### src/sv/text_mode_line_renderer_top_defines.svh
// assertion macros used by the text-mode line renderer back end
`ifndef TEXT_MODE_LINE_RENDERER_TOP_DEFINES_SVH
`define TEXT_MODE_LINE_RENDERER_TOP_DEFINES_SVH

`ifndef NO_ASSERTIONS
// antecedent implies consequent in the same cycle
`define TMLR_ASSERT_IMP(lbl, ante, cons, msg) \
  lbl: assert property (@(posedge clk) disable iff (!rst_n) (ante) |-> (cons)) \
    else $error(msg);
// antecedent implies consequent in the next cycle
`define TMLR_ASSERT_NXT(lbl, ante, cons, msg) \
  lbl: assert property (@(posedge clk) disable iff (!rst_n) (ante) |=> (cons)) \
    else $error(msg);
`else
`define TMLR_ASSERT_IMP(lbl, ante, cons, msg)
`define TMLR_ASSERT_NXT(lbl, ante, cons, msg)
`endif

`endif

### src/sv/tmlr_pkg.sv
// shared types and constants of the text-mode line renderer
package tmlr_pkg;

  // widest cell address over all legal screen sizes (64 rows x 128 columns)
  localparam int CELL_AW   = 13;
  localparam int FONT_AW   = 11;
  localparam int CMD_DEPTH = 4;
  localparam int CMD_AW    = 2;
  localparam int OQ_DEPTH  = 4;
  localparam int OQ_AW     = 2;

  localparam logic [7:0]  SPACE_CODE     = 8'h20;
  localparam logic [15:0] PALETTE0_RESET = 16'h00DE;

  // item kinds, carried on tuser and through the command queue
  typedef enum logic [1:0] {
    OP_CELL   = 2'd0,
    OP_FONT   = 2'd1,
    OP_PAL    = 2'd2,
    OP_RENDER = 2'd3
  } op_t;

  // one classified command between front and back
  typedef struct packed {
    op_t                  op;
    logic [CELL_AW-1:0]   addr;
    logic [15:0]          data;
    logic [2:0]           line;
  } cmd_t;

  // one result word waiting for the receiver
  typedef struct packed {
    logic        last;
    logic [63:0] pixels;
  } out_word_t;

endpackage

### src/sv/tmlr_cmd_fifo.sv
// short command queue between the front classifier and the back executor
module tmlr_cmd_fifo (
  input  logic            clk,
  input  logic            rst_n,
  input  logic            push,
  input  tmlr_pkg::cmd_t  push_cmd,
  input  logic            pop,
  output tmlr_pkg::cmd_t  head_cmd,
  output logic            empty,
  output logic            full
);

  tmlr_pkg::cmd_t                 mem_r [tmlr_pkg::CMD_DEPTH];
  logic [tmlr_pkg::CMD_AW-1:0]    wr_ptr_r;
  logic [tmlr_pkg::CMD_AW-1:0]    rd_ptr_r;
  logic [tmlr_pkg::CMD_AW:0]      cnt_r;

  assign empty    = (cnt_r == '0);
  assign full     = (cnt_r == (tmlr_pkg::CMD_AW+1)'(tmlr_pkg::CMD_DEPTH));
  assign head_cmd = mem_r[rd_ptr_r];

  // storage, no reset needed
  always_ff @(posedge clk) begin
    if (push) begin
      mem_r[wr_ptr_r] <= push_cmd;
    end
  end

  // pointers and fill count
  always_ff @(posedge clk) begin
    if (!rst_n) begin
      wr_ptr_r <= '0;
      rd_ptr_r <= '0;
      cnt_r    <= '0;
    end else begin
      if (push) begin
        wr_ptr_r <= wr_ptr_r + 1'b1;
      end
      if (pop) begin
        rd_ptr_r <= rd_ptr_r + 1'b1;
      end
      if (push && !pop) begin
        cnt_r <= cnt_r + 1'b1;
      end else if (pop && !push) begin
        cnt_r <= cnt_r - 1'b1;
      end
    end
  end

endmodule

### config.mk
export PLATFORM = sky130hd
export DESIGN_NAME = tmlr_cmd_fifo
export DESIGN_NICKNAME = d
export VERILOG_FILES = /design/src/sv/text_mode_line_renderer_top_defines.svh /design/src/sv/tmlr_pkg.sv /design/src/sv/tmlr_cmd_fifo.sv
export SDC_FILE = /design/constraint.sdc
export NUM_CORES = 1
export LEC_CHECK = 0
export BUFFER_PORTS_ARGS = -buffer_cell sky130_fd_sc_hd__buf_2
export CAP_MARGIN = 20
export CORE_MARGIN = 1
export CORE_UTILIZATION = 30
export CTS_CLUSTER_SIZE = 8
export DETAILED_ROUTE_END_ITERATION = 8
export PLACE_DENSITY = 0.46
export SLEW_MARGIN = 20
export SYNTH_ARGS = -nofsm -noshare
export SYNTH_HDL_FRONTEND = slang
export SYNTH_SLANG_ARGS = --single-unit
### constraint.sdc
create_clock -name clk -period 2 [get_ports clk]
set_clock_uncertainty 0.15 [all_clocks]
set_input_delay 0.2 -clock clk [delete_from_list [all_inputs] [get_ports clk]]
set_output_delay 0.2 -clock clk [all_outputs]
set_load 0.02 [all_outputs]
# == Word level (Yosys, flattened, before mapping) ==
# Memories as Yosys holds them, arrays and structs flattened. A register that Yosys moved wholly into a read port is not among the register bits.
# Cells that the tools add are included.
# op_classes
n_lt_le_gt_ge,0
shifts,0
bitwise_logic,0
add_sub_neg,4
reduce_logical,6
n_eq_ne,1
div_mod_pow,0
multipliers,0
mux,6
# ops
cell,n
2-to-1 mux 3 bit,2
adder 2 x 1 -> 2 bit (second input constant),2
2-to-1 mux 2 bit,2
adder 3 x 1 -> 3 bit (second input constant),1
equality test 3 bit (second input constant),1
logical NOT 3 bit,1
subtractor 3 x 1 -> 3 bit (second input constant),1
logical AND 1 bit,2
logical NOT 1 bit,2
2-to-1 mux 1 bit,2
nonzero test 2 bit,1
# word_totals
latchBits,0
regBits,7
n_memories,1
mem_bits_ro,0
ram_bits,136
in_bits,38
output_inout_bits,36
wordCells,21
# mem_list
name,depth,width,rd,rd_ports_with_merged_regs,write_ports,line_no,source
mem_r,4,34,1,1,1,tmlr_cmd_fifo.sv:13,tmlr_pkg::cmd_t mem_r [tmlr_pkg::CMD_DEPTH];

# == Logic depth before layout (Yosys ltp) ==
# logic_depth
depth_word,4
depth_mapped,7
ltp_nobuf,7

# == Least setup slack after synthesis ==
# OpenSTA, ideal clock, no wires.
# synth_path
kind,reg2reg
from,reg wr_ptr_r[0] (netlist bit)
to,mem mem_r[2][0] (netlist bit) (enable)
path_stages_with_launch,4
n_path_buf,0
setup_ns,0.394
period_less_slack_ns,1.919
arrival_time_ns,1.375
slack_ns,0.081
required_ns,1.456
cell_sequence,dfxtp_1 > inv_1 > ha_1 > and2_1
# synth_lines
element,line_no,source
from (decl),tmlr_cmd_fifo.sv:14,logic [tmlr_pkg::CMD_AW-1:0] wr_ptr_r;
from (signal assigned),tmlr_cmd_fifo.sv:37,wr_ptr_r <= wr_ptr_r + 1'b1;
to (decl),tmlr_cmd_fifo.sv:13,
# No word-level cell before the write port.

==> summary.md <==
| Metric | Value |
|---|---|
| Peak Freq | `around 480 MHz` |
| Diodes inserted | `0` |
| Synth warn | `0` |
| Drt drc | `0` |
| CTS tree | `yes` |
| Synth cell types | `22` |
| Final worst slack | `-0.0929 ns` |
| M1 wire length | `approximately 4700 um` |
| Largest net degree at the start of global routing | `35` |
| Port Buffers | `73` |
| RSZ-0062 raised after global routing | `yes` |
| Ports | `74` |
| CTS H-tree lvls | `4` |
| Multi-input logic area | `1020 um2` |
| Worst hold path depth | `3` |
| Syn_nets | `265` |
| Router iterations before antenna repair | `4` |
| Seq cells post-synth | `145` |
| 1st-iter DRT viols | `107` |
| DR vias | `2615` |
| WL met2 | `5380 um` |
| Fin crit share | `105%` |
| ANT nets after route | `0` |
| Nets | `between 300 and 400` |
| Most frequent cells in the layout | `edfxtp_1 (136), buf_2 (49), dlygate4sd3_1 (35), mux4_2 (34), buf_6 (25)` |
| Clk sinks | `145` |
| Worst-case clock buffer depth | `2` |
| Setup TNS Final | `-1.54 ns` |
| Status | `complete, but fails checks` |
| Grt total ovfl | `0` |
| Final HPWL DP | `6180 um` |
| Worst-Margin Slew | `0.567 ns` |
| Most common cell after layout, fill and taps aside | `edfxtp_1` |
| CP Capture Type | `output port` |
| Post-Syn Instances | `between 200 and 250` |
| FF-to-FF End | `mem_r[2][19]$_DFFE_PP_` |
| Register area share after synthesis | `79.0%` |
| Reg2reg path depth | `4` |
| First-pass GRT wire length | `between 15000 and 20000 um` |
| Total Power | `0.00741 W` |
| Cts bufs inserted | `17` |
| Final RePlAce weighted congestion | `about 0.64` |
| Startpoint type of the worst setup path | `flip-flop` |
| Slew HR | `~62%` |
| DIE WIDTH | `136 um` |
| Row Count | `between 40 and 50` |
| Antenna violations before repair | `0` |
| Crit path kind | `reg -> out` |
| Max-Cap Viols | `0` |
| Reg2reg setup slack | `0.28 ns` |
| Switching Fraction | `23.2%` |
| WP data required | `1.65 ns` |
| Die Ht | `136 um` |
| Worst VDD drop | `0.563 mV` |
| Crit path arrival time | `1.74 ns` |
| P_int | `0.00569 W` |
| PD cells | `1020 nW/um2` |
| Final setup fails | `31` |
| Number of global-route vias before repair | `2831` |
| Mean post-synth cell area | `24.4 um2` |
| Core area | `17400 um2` |
| Worst r2r src | `wr_ptr_r[0]$_SDFFE_PN0P_` |
| CTS root buf | `clkbuf_16` |
| Max FO, Critical Path | `5` |
| Max Slew Vio Count | `0` |
| Met3 WL | `395 um` |
| WHS Endpoint | `wr_ptr_r[1]$_SDFFE_PN0P_` |
| Failing checks | `negative setup slack` |
| Layout area overhead | `34.4%` |
| Starting Density | `31.0%` |
| Clock transition at path regs | `0.06 ns` |
| Layout cell share with drive strength beyond 1 | `42.7%` |
| Post-Syn Area | `5400 um2` |
| Average via count per standard cell | `4.41` |
| Tmin final | `between 2 and 2.5 ns` |
| Final hold vios | `0` |
| Fillers | `1587` |
| Gate power share | `13.4%` |
| Tightest Hold Check Type | `in -> reg` |
| GRT Resource Usage Total | `12.5%` |
| Clock power frac | `roughly 39%` |
| Worst Hold Launch | `push` |
| Worst skew pair latency | `0.41 ns` |
| Flop pwr share | `between 40% and 50%` |
| WL/cell | `approximately 18 um` |
| NetSw | `~0.0017 W` |
| Die area | `18500 um2` |
| Register area | `4270 um2` |
| Top Layer Used | `met4` |
| Post-Route WL | `10600 um` |
| Leak Pwr | `2.51 nW` |
[kinds of logic (layout without fill, tap and decap cells)]
family                     after synthesis  in the layout  synth area share (%)
DFF                                    145            145                  79.0
muxes                                   36             36                  14.8
and+or+nand+nor                         15             15                  1.69
buffers and inverters                   12            159                  1.95
adders and majority gates                6              6                  1.53
xor gates and xnor gates                 5              5                 0.811
AOI/OAI and AO/OA                        2              2                 0.232
[critical path, stage by stage, from the launching register on]
cell and delay (ns):
dfxtp_4 0.41, buf_12 0.13, buf_16 0.13, mux4_2 0.51, buf_6 0.15
[synthesized netlist by cell type (all sizes together)]
master	count	area, um2
dfxtp	9	180
xor2	3	26.3
nor2b	2	12.5
edfxtp	136	4080
nor3	1	5.00
fa	1	20.0
nand2	1	3.75
inv	4	15.0
and2	9	56.3
mux2i	2	20.0
o21ai	1	5.00
a21boi	1	7.51
mux4	34	781
ha	5	62.6
nor3b	1	7.51
clkbuf	1	3.75
buf	7	86.3
xnor2	2	17.5
or3	1	6.26
[stage by stage]
| stage | util, % | setup slack [ns] | cell area (um2) | cells | hold slack, ns |
|---|---|---|---|---|---|
| 2_1_floorplan | - | 0.0809 | 5400 | 221 | 0.149 |
| 3_3_place_gp | 35.2 | 0.173 | 6120 | 522 | 0.264 |
| 3_5_place_dp | 35.2 | 0.146 | 6120 | 522 | 0.269 |
| 4_1_cts | 41.8 | -0.130 | 7280 | 594 | 0.00547 |
| 5_1_grt | 41.7 | -0.179 | 7260 | 593 | 0.0160 |
| 6_report | 41.7 | -0.0929 | 7260 | 593 | 0.0281 |
[repair_timing]
item                                    in CTS  in global routing
endpoints found under the setup margin      34                 34
gates cloned                                 3                  0
resized for setup                           61                  0
endpoints found under the hold margin      145                  0
buffers inserted                             3                  0
hold buffers                                35                  0
pin swaps                                    0                  0
[cell type report]
type / count / area share [%]
Multi-Input combinational cell: 64 / 14.1
Clock inverter: 14 / 1.59
Tap cell: 225 / 3.88
Sequential cell: 145 / 58.9
Inverter: 4 / 0.207
Timing Repair Buffer: 123 / 15.5
Clock buffer: 18 / 5.91
[layer usage]
| metal | GRT usage [%] | up-vias |
|---|---|---|
| met4 | 4.26 | 0 |
| met5 | 0 | - |
| met3 | 4.10 | 12 |
| met2 | 20.9 | 54 |
| met1 | 15.1 | 1358 |
| li1 | - | 1191 |
[state kept, by name (all words and copies together) (netlist names), named ones only]
name / flops
mem_r: 136
cnt_r: 3
rd_ptr_r: 2
wr_ptr_r: 2
[worst max path at each step]
stage               slack, ns                     start                     to
global placement         0.17                      push  cnt_r[2]$_SDFFE_PN0P_
CTS                     -0.13                 flip-flop           head_cmd[23]
global route            -0.18                 flip-flop           head_cmd[12]
finish                  -0.09                 flip-flop           head_cmd[12]
floorplan                0.08  wr_ptr_r[0]$_SDFFE_PN0P_  mem_r[2][0]$_DFFE_PP_
detailed placement       0.15                      push  cnt_r[2]$_SDFFE_PN0P_
[power groups by stage]
| stage | registers (W) | clock network, W | logic [W] |
|---|---|---|---|
| floorplan | 0.00358 | 0 | 0.000520 |
| global placement | 0.00359 | 0 | 0.000804 |
| detailed placement | 0.00360 | 0 | 0.000811 |
| CTS | 0.00354 | 0.00298 | 0.00104 |
| global route | 0.00356 | 0.00310 | 0.00107 |
| finish | 0.00354 | 0.00288 | 0.000992 |
Note: power is estimated with default switching activity, not from simulation.
