## src/sv/text_mode_line_renderer_top_defines.svh

```systemverilog
// assertion macros used by the text-mode line renderer back end
`ifndef TEXT_MODE_LINE_RENDERER_TOP_DEFINES_SVH
`define TEXT_MODE_LINE_RENDERER_TOP_DEFINES_SVH

`ifndef NO_ASSERTIONS
// antecedent implies consequent in the same cycle
`define TMLR_ASSERT_IMP(lbl, ante, cons, msg) \
  lbl: assert property (@(posedge clk) disable iff (!rst_n) (ante) |-> (cons)) \
    else $error(msg);
// antecedent implies consequent in the next cycle
`define TMLR_ASSERT_NXT(lbl, ante, cons, msg) \
  lbl: assert property (@(posedge clk) disable iff (!rst_n) (ante) |=> (cons)) \
    else $error(msg);
`else
`define TMLR_ASSERT_IMP(lbl, ante, cons, msg)
`define TMLR_ASSERT_NXT(lbl, ante, cons, msg)
`endif

`endif

```

## src/sv/tmlr_pkg.sv

```systemverilog
// shared types and constants of the text-mode line renderer
package tmlr_pkg;

  // widest cell address over all legal screen sizes (64 rows x 128 columns)
  localparam int CELL_AW   = 13;
  localparam int FONT_AW   = 11;
  localparam int CMD_DEPTH = 4;
  localparam int CMD_AW    = 2;
  localparam int OQ_DEPTH  = 4;
  localparam int OQ_AW     = 2;

  localparam logic [7:0]  SPACE_CODE     = 8'h20;
  localparam logic [15:0] PALETTE0_RESET = 16'h00DE;

  // item kinds, carried on tuser and through the command queue
  typedef enum logic [1:0] {
    OP_CELL   = 2'd0,
    OP_FONT   = 2'd1,
    OP_PAL    = 2'd2,
    OP_RENDER = 2'd3
  } op_t;

  // one classified command between front and back
  typedef struct packed {
    op_t                  op;
    logic [CELL_AW-1:0]   addr;
    logic [15:0]          data;
    logic [2:0]           line;
  } cmd_t;

  // one result word waiting for the receiver
  typedef struct packed {
    logic        last;
    logic [63:0] pixels;
  } out_word_t;

endpackage

```

## src/sv/tmlr_front.sv

```systemverilog
// input side: accepts words, range-checks them and forms queue commands
module tmlr_front #(
  parameter int COLUMNS = 50,
  parameter int ROWS    = 37
) (
  input  logic            in_tvalid,
  output logic            in_tready,
  input  logic [79:0]     in_tdata,
  input  logic [1:0]      in_tuser,
  input  logic            q_full,
  input  logic            back_busy,
  output logic            q_push,
  output tmlr_pkg::cmd_t  q_cmd
);

  localparam int HALF = COLUMNS / 2;

  logic [5:0]  cell_row;
  logic [6:0]  cell_column;
  logic [7:0]  char_code;
  logic [7:0]  attribute;
  logic [2:0]  glyph_row;
  logic [7:0]  glyph_bits;
  logic [7:0]  palette_index;
  logic [15:0] palette_value;
  logic [8:0]  scan_line;
  logic        second_half;
  logic [5:0]  text_row;
  logic        keep;
  tmlr_pkg::op_t kind;

  // unpack the word
  assign kind          = tmlr_pkg::op_t'(in_tuser);
  assign cell_row      = in_tdata[5:0];
  assign cell_column   = in_tdata[12:6];
  assign char_code     = in_tdata[20:13];
  assign attribute     = in_tdata[28:21];
  assign glyph_row     = in_tdata[31:29];
  assign glyph_bits    = in_tdata[39:32];
  assign palette_index = in_tdata[47:40];
  assign palette_value = in_tdata[63:48];
  assign scan_line     = in_tdata[72:64];
  assign second_half   = in_tdata[73];
  assign text_row      = scan_line[8:3];

  assign in_tready = !q_full && !back_busy;
  assign q_push    = in_tvalid && in_tready && keep;

  // classify and build the command; off-screen items are dropped here
  always_comb begin
    q_cmd      = '0;
    q_cmd.op   = kind;
    keep       = 1'b1;
    unique case (kind)
      tmlr_pkg::OP_CELL: begin
        keep       = (7'(cell_row) < 7'(ROWS)) && (8'(cell_column) < 8'(COLUMNS));
        q_cmd.addr = tmlr_pkg::CELL_AW'(cell_row) * tmlr_pkg::CELL_AW'(COLUMNS)
                   + tmlr_pkg::CELL_AW'(cell_column);
        q_cmd.data = {attribute, char_code};
      end
      tmlr_pkg::OP_FONT: begin
        q_cmd.addr = tmlr_pkg::CELL_AW'({char_code, glyph_row});
        q_cmd.data = {8'h00, glyph_bits};
      end
      tmlr_pkg::OP_PAL: begin
        q_cmd.addr = tmlr_pkg::CELL_AW'(palette_index);
        q_cmd.data = palette_value;
      end
      tmlr_pkg::OP_RENDER: begin
        keep       = (7'(text_row) < 7'(ROWS));
        q_cmd.addr = tmlr_pkg::CELL_AW'(text_row) * tmlr_pkg::CELL_AW'(COLUMNS)
                   + (second_half ? tmlr_pkg::CELL_AW'(HALF) : '0);
        q_cmd.line = scan_line[2:0];
      end
      default: begin
        keep = 1'b0;
      end
    endcase
  end

endmodule

```

## config.mk

```make
export PLATFORM = sky130hd
export DESIGN_NAME = tmlr_front
export DESIGN_NICKNAME = d
export VERILOG_FILES = /design/src/sv/text_mode_line_renderer_top_defines.svh /design/src/sv/tmlr_pkg.sv /design/src/sv/tmlr_front.sv
export SDC_FILE = /design/constraint.sdc
export NUM_CORES = 1
export LEC_CHECK = 0
export BUFFER_PORTS_ARGS = -buffer_cell sky130_fd_sc_hd__buf_2
export CORE_ASPECT_RATIO = 0.9
export CORE_MARGIN = 1
export CORE_UTILIZATION = 52
export DETAILED_ROUTE_END_ITERATION = 10
export PLACE_DENSITY_LB_ADDON = 0.1
export SLEW_MARGIN = 5
export SYNTH_ARGS = -nofsm -noshare
export SYNTH_HDL_FRONTEND = slang
export SYNTH_SLANG_ARGS = --single-unit
```

## constraint.sdc

```tcl
create_clock -name vclk -period 8.49
set_input_delay 1.698 -clock vclk [all_inputs]
set_output_delay 1.698 -clock vclk [all_outputs]
set_load 0.02 [all_outputs]
```

* Word-level counts from Yosys, hierarchy flattened
Cells that the tools add are included.
** Cells by class
- Add/sub/neg operators :: 2
- Multipliers :: 2
- Order comparisons :: 3
- Eq/ne operators :: 3
- Muxes and demuxes :: 5
- Reductions and logical operators :: 7
** Operator list (number)
- $pmux W13 S4 :: 1
- $pmux W16 S3 :: 1
- $mul A6 B5 Y11 const B :: 2
- $add A12 B5 Y13 :: 1
- $add A12 B7 Y13 :: 1
- $lt A6 B6 Y1 const B :: 2
- $lt A7 B6 Y1 const B :: 1
- $mux W5 :: 1
- $eq A2 B2 Y1 const B :: 2
- $logic_and A1 B1 Y1 :: 4
- $mux W3 :: 1
- $eq A2 B1 Y1 const B :: 1
- $logic_not A1 Y1 :: 2
- $logic_not A2 Y1 :: 1
- $pmux W1 S2 :: 1
** Word-level totals
- Bits in registers :: 0
- Logic and storage cells :: 22

* Depth between registers and ports, before layout
Gate-level depths: netlist of the first run.
- Depth in word-level cells :: 4
- Depth in mapped cells :: 13
- Depth with buffers taken out :: 13

* Least setup slack after synthesis of the first run
OpenSTA, ideal clock, no wires.
- Path type :: input -> output
- Start point :: input port in_tdata[1]
- End point :: output port q_cmd[31] (netlist name)
- Arrival :: 4627 ps
- Path slack :: 2165 ps
- Stages on the path :: 12
- Buffers on the path :: 0
- Cell sequence :: ha_1 ha_1 ha_1 inv_1 fa_1 inv_1 ha_1 nor2_1 or2_2 a2111oi_4 nand3_1 o21ai_0
** RTL lines
- start, declared :: line tmlr_front.sv:8 : input logic [79:0] in_tdata,
- end, declared :: line tmlr_front.sv:13 : output tmlr_pkg::cmd_t q_cmd

==> results.toml, run 1 <==
[sta]
fin_ws_ps = 1910
rsz0062_at_grt = "no"
relSlewSlack_pct = 28.3
worst_pin_slew_ps = 1070
fmax_mhz = 152
setup_violations = 0
tns_ps = 0
hold_viol = 0
period_needed_ps = 6580
fin_crit_sh_pct = 77.5
drv_slew = 0

[finish]
area_growth_syn_to_layout_pct = 23.6
nFillCells = 407
layout.area.seq_um2 = 0
diodes = 0
multi_input_area_um2 = 2090
seq_cells = 0
finalNetCount = 542
drive_gt1_share_pct = 33.2
nClkBuffers = 0
fin_util_pct = 68.4

[pwr]
power.density_nw_per_um2 = 104
ir_worst_vdd_mv = 0.0525
finalPower_mw = 0.296
p_leak_nw = 1.54

[yosys]
synth.top_cells.by_area = "ha_1 34%, a222oi_1 6.5%, inv_1 5.4%"
netlist_area_um2 = 2310
synthesis.nets = 438
avgSynthCellArea_um2 = 8.06
synth_top_area_share_pct = 33.5
ys_seq_area_share_pct = 0
ys_top_cells_by_count = "62 x ha_1, 33 x inv_1, 33 x nor2_1"
postSynthCellCount = 287
yosysUniqueCellTypes = 58
synth.most_common_cell = "ha_1"
synth_top_cell_by_area = "ha_1"
yosys_warnings = 0

[route]
avgViaCountPerCell = 5.68
routedWlPerCell_um = 14.4
vias = 2552
drc = 0
first_pass_iters = 9
wirelength_mm = 6.49
drt.antenna.violating_nets = 0
drt_iter0_markers = 187

[worst_setup_path]
cpMaxStageDelayCell = "fa_1"
arrival_ps = 4880
worstPathRequired_ps = 6790
cp_cell_sequence = "buf_2, ha_1, ha_1, ha_1, inv_1, fa_1, inv_1, ha_1, nor2_1, or2_2, a2111oi_4, nand3_1, o21ai_0, buf_2"
path_max_fanout = 4
start_kind = "input pin"
cp_slowest_stage_delay_ps = 550
end_kind = "output pin"
timing.critical_path.mode_cell = "ha_1"
crit_type = "in -> out"

[die]
die_w_um = 72.3
rows = 22
start_util_pct = 55.3
die_h_um = 65.3
ios = 121
core_um2 = 4180
dieArea_um2 = 4720

[global_route]
track_usage_pct = 27.1
grt_pass1_wl_mm = 10.4
antenna_found_initial = 0
grt_overflow = 0
grt_pass1_vias = 2386
grt_max_degree = 33

[place]
dp.final_hpwl_mm = 5.62
numPortBuffers = 115
pre_cts_slack_ps = 1910
gp_congestion = 0.953

[hold_path]
holdPathStages = 3
worst_hold_path_type = "in -> out"

[clock_tree]
cts-resized-gates = 0
postCtsSetupBuffers = 0
hold_buffers = 0

[flow_run]
maxCapViolCount = 0

[run_status]
status = "finished clean"
## critical path, delay by kind of cell
kind,cells,cell delay (ps)
AOI/OAI and AO/OA,2,450
and+or+nand+nor,3,500
buffers and inverters,4,450
adders and majority gates,5,1790
## metrics by stage
step | instance area (um^2) | std cells | hold slack (ps)
after floorplan | 2310 | 287 | 3480
after global placement | 2860 | 449 | 3650
after detailed placement | 2860 | 449 | 3650
after CTS | 2860 | 449 | 3660
after global routing | 2860 | 449 | 3680
final | 2860 | 449 | 3650
## cells by family (layout without fill, tap and decap cells)
logic type / count (synthesis) / after routing / share of synthesized area, %
simple gates: 75 / 75 / 17.8
compound gates: 77 / 77 / 26.2
mux: 2 / 2 / 0.865
xor+xnor: 21 / 21 / 8.28
fa+ha+maj: 66 / 66 / 37.0
buf+inv: 46 / 148 / 9.84
## cells in the final DEF, fill, tap and decap left out, drive strengths merged, types with 3 or more instances in the layout
cell type / n
nand3: 5
nor3: 3
buf: 115
xnor2: 12
fa: 4
ha: 62
xor2: 9
a22oi: 9
nand2b: 3
or2: 3
o21ai: 13
nor4: 3
a222oi: 15
a211oi: 4
nand2: 5
inv: 33
a21oi: 15
and2: 4
nor2: 33
nor2b: 5
## where the power goes
| group | switching, mW | internal [mW] |
|---|---|---|
| clock network | 0 | 0 |
| registers | 0 | 0 |
| logic | 0.172 | 0.124 |
| total | 0.172 | 0.124 |
## metal layers
layer / global-route usage [%] / part of all wire (%) / up-vias
li1: - / - / 1269
met1: 32.6 / 44 / 1190
met2: 53.0 / 49 / 91
met3: 2.91 / 5.9 / 2
met4: 2.45 / 0.34 / 0
met5: 0 / 0 / -
## layout make-up
type                            count  share of cell area, %
Multi-Input combinational cell    241                   72.9
Inverter                           33                   4.33
Timing Repair Buffer              115                   20.1
Tap cell                           60                   2.62
## final timing paths
| kind | start | end | slack (ps) |
|---|---|---|---|
| setup / recovery | in_tdata[1] | q_cmd[31] | 1910 |
| hold / removal | back_busy | in_tready | 3650 |
Note: power is estimated with default switching activity, not from simulation.
==> inputs of run 2 (changes only) <==
--- a/config.mk
+++ b/config.mk
@@ -8,7 +8,7 @@
 export BUFFER_PORTS_ARGS = -buffer_cell sky130_fd_sc_hd__buf_2
 export CORE_ASPECT_RATIO = 0.9
 export CORE_MARGIN = 1
-export CORE_UTILIZATION = 52
+export CORE_UTILIZATION = 44
 export DETAILED_ROUTE_END_ITERATION = 10
 export PLACE_DENSITY_LB_ADDON = 0.1
 export SLEW_MARGIN = 5
==> constraint.sdc (replaced) <==
create_clock -name vclk -period 6
set_input_delay 1.2 -clock vclk [all_inputs]
set_output_delay 1.2 -clock vclk [all_outputs]
set_load 0.02 [all_outputs]
==> run 2 against run 1 <==
Sequential share of layout area unchanged. Hold slack worse by 990 ps. Global-route usage down 3.7 points. Sequential cell count unchanged. Worst setup slack worse by 1500 ps. Routed wire length increased by 0.99%. Combinational power grew 39%. Largest cell class unchanged. Highest routed layer unchanged.
==> results.toml, run 2 (synthesized netlist as in run 1, its figures left out) <==
[route]
drt_iter0_markers = 141
avgViaCountPerCell = 5.48
wirelength_mm = 6.55
routedWlPerCell_um = 14.4
drc = 0
drt.antenna.violating_nets = 0
wl_met3_um = 431
wl_met2_mm = 3.04
top_layer_used = "met4"
met1_length_mm = 3.06
vias = 2500
first_pass_iters = 4

[sta]
hold_viol = 0
drv_slew = 0
worst_pin_slew_ps = 841
period_needed_ps = 5550
fin_crit_sh_pct = 92.4
rsz0062_at_grt = "no"
setup_violations = 0
relSlewSlack_pct = 43.9
fmax_mhz = 180
tns_ps = 0

[finish]
final_common_cell = "buf_2"
diodes = 0
seq_cells = 0
layout_common_cells = "115 x buf_2, 62 x ha_1, 33 x nor2_1, 33 x inv_1, 15 x a222oi_1"
finalNetCount = 544
nFillCells = 513
nClkBuffers = 0
drive_gt1_share_pct = 33.5
area_growth_syn_to_layout_pct = 24.6
layout.area.seq_um2 = 0

[die]
die_h_um = 70.8
rows = 24
core_um2 = 4950
dieArea_um2 = 5550
start_util_pct = 46.7
die_w_um = 78.4
ios = 121

[clock_tree]
cts-resized-gates = 0
hold_buffers = 0
postCtsSetupBuffers = 0

[global_route]
grt_pass1_wl_mm = 10.7
track_usage_pct = 23.4
grt_pass1_vias = 2298
antenna_found_initial = 0
grt_overflow = 0
grt_max_degree = 33

[hold_path]
hold_end = "in_tready"
min_from = "back_busy"
holdPathStages = 3
worst_hold_path_type = "in -> out"

[worst_setup_path]
start_kind = "input pin"
path_max_fanout = 4
cp_num_buf_inv = 3
cp_top_family = "adder cells"
end_kind = "output pin"
arrival_ps = 4350
cpMaxStageDelayCell = "fa_1"
cp_cell_sequence = "buf_2, ha_1, ha_1, ha_1, inv_1, fa_1, nand2b_1, a211oi_1, nor4_1, a311oi_1, a31oi_1, o32ai_1, buf_2"
timing.critical_path.mode_cell = "ha_1"
crit_type = "in -> out"
cp_slowest_stage_delay_ps = 450
worstPathRequired_ps = 4800

[pwr]
pwr-share-seq_pct = 0
finalPower_mw = 0.412
power_frac_clock_pct = 0
p_leak_nw = 1.55
power.density_nw_per_um2 = 143
ir_worst_vdd_mv = 0.0511
swShare_pct = 57.6
combPwrFrac_pct = 100.0
intPower_mw = 0.175
netSwitchingPower_mw = 0.237

[place]
numPortBuffers = 115
gp_congestion = 0.802
dp.final_hpwl_mm = 5.64

[flow_run]
maxCapViolCount = 0

[run_status]
status = "finished clean"
run 2: cell types whose count changed in the layout (fill, tap and decap cells not counted):
| cell | before | now |
|---|---|---|
| buf_4 | 0 | 2 |
run 2: through the flow:
| step | std cells | setup slack [ps] | hold slack, ps | utilization [%] | instance area, um^2 |
|---|---|---|---|---|---|
| floorplan | 287 | 671 | 2480 | - | 2310 |
| global route | 456 | 182 | 2680 | 58.2 | 2880 |
| CTS | 456 | 413 | 2660 | 58.2 | 2880 |
| detailed placement | 456 | 412 | 2660 | 58.2 | 2880 |
| finish | 456 | 454 | 2660 | 58.2 | 2880 |
| global placement | 456 | 439 | 2660 | 58.2 | 2880 |
run 2: layout make-up:
| type | count | area [um^2] | share of cell area (%) |
|---|---|---|---|
| Tap cell | 65 | 81.3 | 2.82 |
| Multi-Input combinational cell | 241 | 2090 | 72.4 |
| Inverter | 33 | 124 | 4.30 |
| Timing Repair Buffer | 117 | 591 | 20.5 |
run 2: how the worst max path moves through the flow:
| stage | from | slack (ps) | end | depth (start not counted) |
|---|---|---|---|---|
| after floorplan | in_tdata[1] | 670 | q_cmd[31] | 12 |
| final | in_tdata[1] | 450 | q_cmd[30] | 13 |
| after detailed placement | in_tdata[1] | 410 | q_cmd[30] | 13 |
| after global placement | in_tdata[1] | 440 | q_cmd[30] | 13 |
| after CTS | in_tdata[1] | 410 | q_cmd[31] | 14 |
| after global routing | in_tdata[1] | 180 | q_cmd[30] | 13 |
run 2: metal layers:
layer / global-route usage, % / up-vias
li1: - / 1277
met2: 41.9 / 80
met5: 0 / -
met4: 0.617 / 0
met1: 32.1 / 1141
met3: 1.94 / 2
run 2: power by group through the flow:
stage               Combinational [mW]  Clock [mW]  Sequential [mW]
floorplan                        0.304           0                0
global placement                 0.405           0                0
detailed placement               0.411           0                0
CTS                              0.413           0                0
global route                     0.458           0                0
finish                           0.412           0                0
==> inputs of run 3 (changes only) <==
--- a/config.mk
+++ b/config.mk
@@ -10,7 +10,7 @@
 export CORE_MARGIN = 1
 export CORE_UTILIZATION = 44
 export DETAILED_ROUTE_END_ITERATION = 10
-export PLACE_DENSITY_LB_ADDON = 0.1
+export PLACE_DENSITY = 0.84
 export SLEW_MARGIN = 5
 export SYNTH_ARGS = -nofsm -noshare
 export SYNTH_HDL_FRONTEND = slang
==> run 3 against run 2 <==
Clock-buffer cell count did not move. Critical endpoint unchanged. Final area did not move. Sequential cell count did not move. Critical path depth did not move. Non-clock buffer count did not move. Fmax fell by 1.7%. Critical path type unchanged. Sequential share of layout area did not move. Final cell count did not move.
==> results.toml, run 3 (synthesized netlist as in run 1, its figures left out) <==
[run_status]
status = "finished clean"

[global_route]
antenna_found_initial = 0
grt_pass1_vias = 2355
grt_max_degree = 33
track_usage_pct = 24.1
grt_pass1_wl_mm = 10.9
grt_overflow = 0

[sta]
fmax_mhz = 177
period_needed_ps = 5640
setup_violations = 0
relSlewSlack_pct = 47.2
rsz0062_at_grt = "no"
fin_ws_ps = 357
fin_crit_sh_pct = 94.0
tns_ps = 0
drv_slew = 0
hold_viol = 0
worst_pin_slew_ps = 792

[route]
first_pass_iters = 5
drt.antenna.violating_nets = 0
wirelength_mm = 6.82
wl_met2_mm = 3.30
vias = 2566
met1_length_mm = 3.08
top_layer_used = "met4"
drc = 0
routedWlPerCell_um = 15.0
drt_iter0_markers = 145
avgViaCountPerCell = 5.63
wl_met3_um = 425

[place]
dp.final_hpwl_mm = 5.86
numPortBuffers = 115
pre_cts_slack_ps = 415
gp_congestion = 0.890

[clock_tree]
hold_buffers = 0
postCtsSetupBuffers = 0
cts-resized-gates = 0

[die]
die_h_um = 70.8
start_util_pct = 46.7
core_um2 = 4950
dieArea_um2 = 5550
ios = 121
die_w_um = 78.4
rows = 24

[finish]
layout_common_cells = "115 x buf_2, 62 x ha_1, 33 x nor2_1, 33 x inv_1, 15 x a222oi_1"
fin_util_pct = 58.2
diodes = 0
nClkBuffers = 0
seq_cells = 0
finalNetCount = 544
area_growth_syn_to_layout_pct = 24.6
layout.area.seq_um2 = 0
drive_gt1_share_pct = 33.5
final_common_cell = "buf_2"

[worst_setup_path]
start_kind = "input pin"
arrival_ps = 4440
worstPathRequired_ps = 4800
crit_type = "in -> out"
end_kind = "output pin"
path_max_fanout = 4

[pwr]
power.density_nw_per_um2 = 145
finalPower_mw = 0.416
p_leak_nw = 1.55
ir_worst_vdd_mv = 0.0726

[hold_path]
worst_hold_path_type = "in -> out"

[flow_run]
maxCapViolCount = 0
-- run 3: cell counts in the layout (fill, tap and decap cells not counted) --
Identical to the previous run, type by type.
-- run 3: path summary, 6_finish.rpt --
check        start        end  slack [ps]  cells after the start
max    in_tdata[1]  q_cmd[30]         360                     13
min      back_busy  in_tready        2660                      3
-- run 3: worst max-delay path: stages --
cell and delay (ps):
buf_2 120, ha_1 290, ha_1 310, ha_1 320
inv_1 60, fa_1 440, nand2b_1 190, a211oi_1 310
nor4_1 90, a311oi_1 440, a31oi_1 70, o32ai_1 350
buf_2 240
-- run 3: metrics by stage --
step | hold WS, ps | area [um^2] | instances
floorplan | 2480 | 2310 | 287
CTS | 2660 | 2880 | 456
global placement | 2650 | 2880 | 456
finish | 2660 | 2880 | 456
global route | 2660 | 2880 | 456
detailed placement | 2660 | 2880 | 456
-- run 3: power by group --
part | internal, mW | total (mW) | switching [mW]
Combinational | 0.175 | 0.416 | 0.241
Sequential | 0 | 0 | 0
Clock | 0 | 0 | 0
-- run 3: layout make-up --
class,instances,area [um^2]
fill,452,2070
inverter,33,124
multi-input combinational,241,2090
tap,65,81.3
timing repair buffer,117,591
-- run 3: per-layer routing --
| layer | vias to the layer above | global-route usage, % |
|---|---|---|
| met2 | 106 | 44.9 |
| li1 | 1280 | - |
| met5 | - | 0 |
| met1 | 1178 | 31.6 |
| met3 | 2 | 1.55 |
| met4 | 0 | 1.23 |
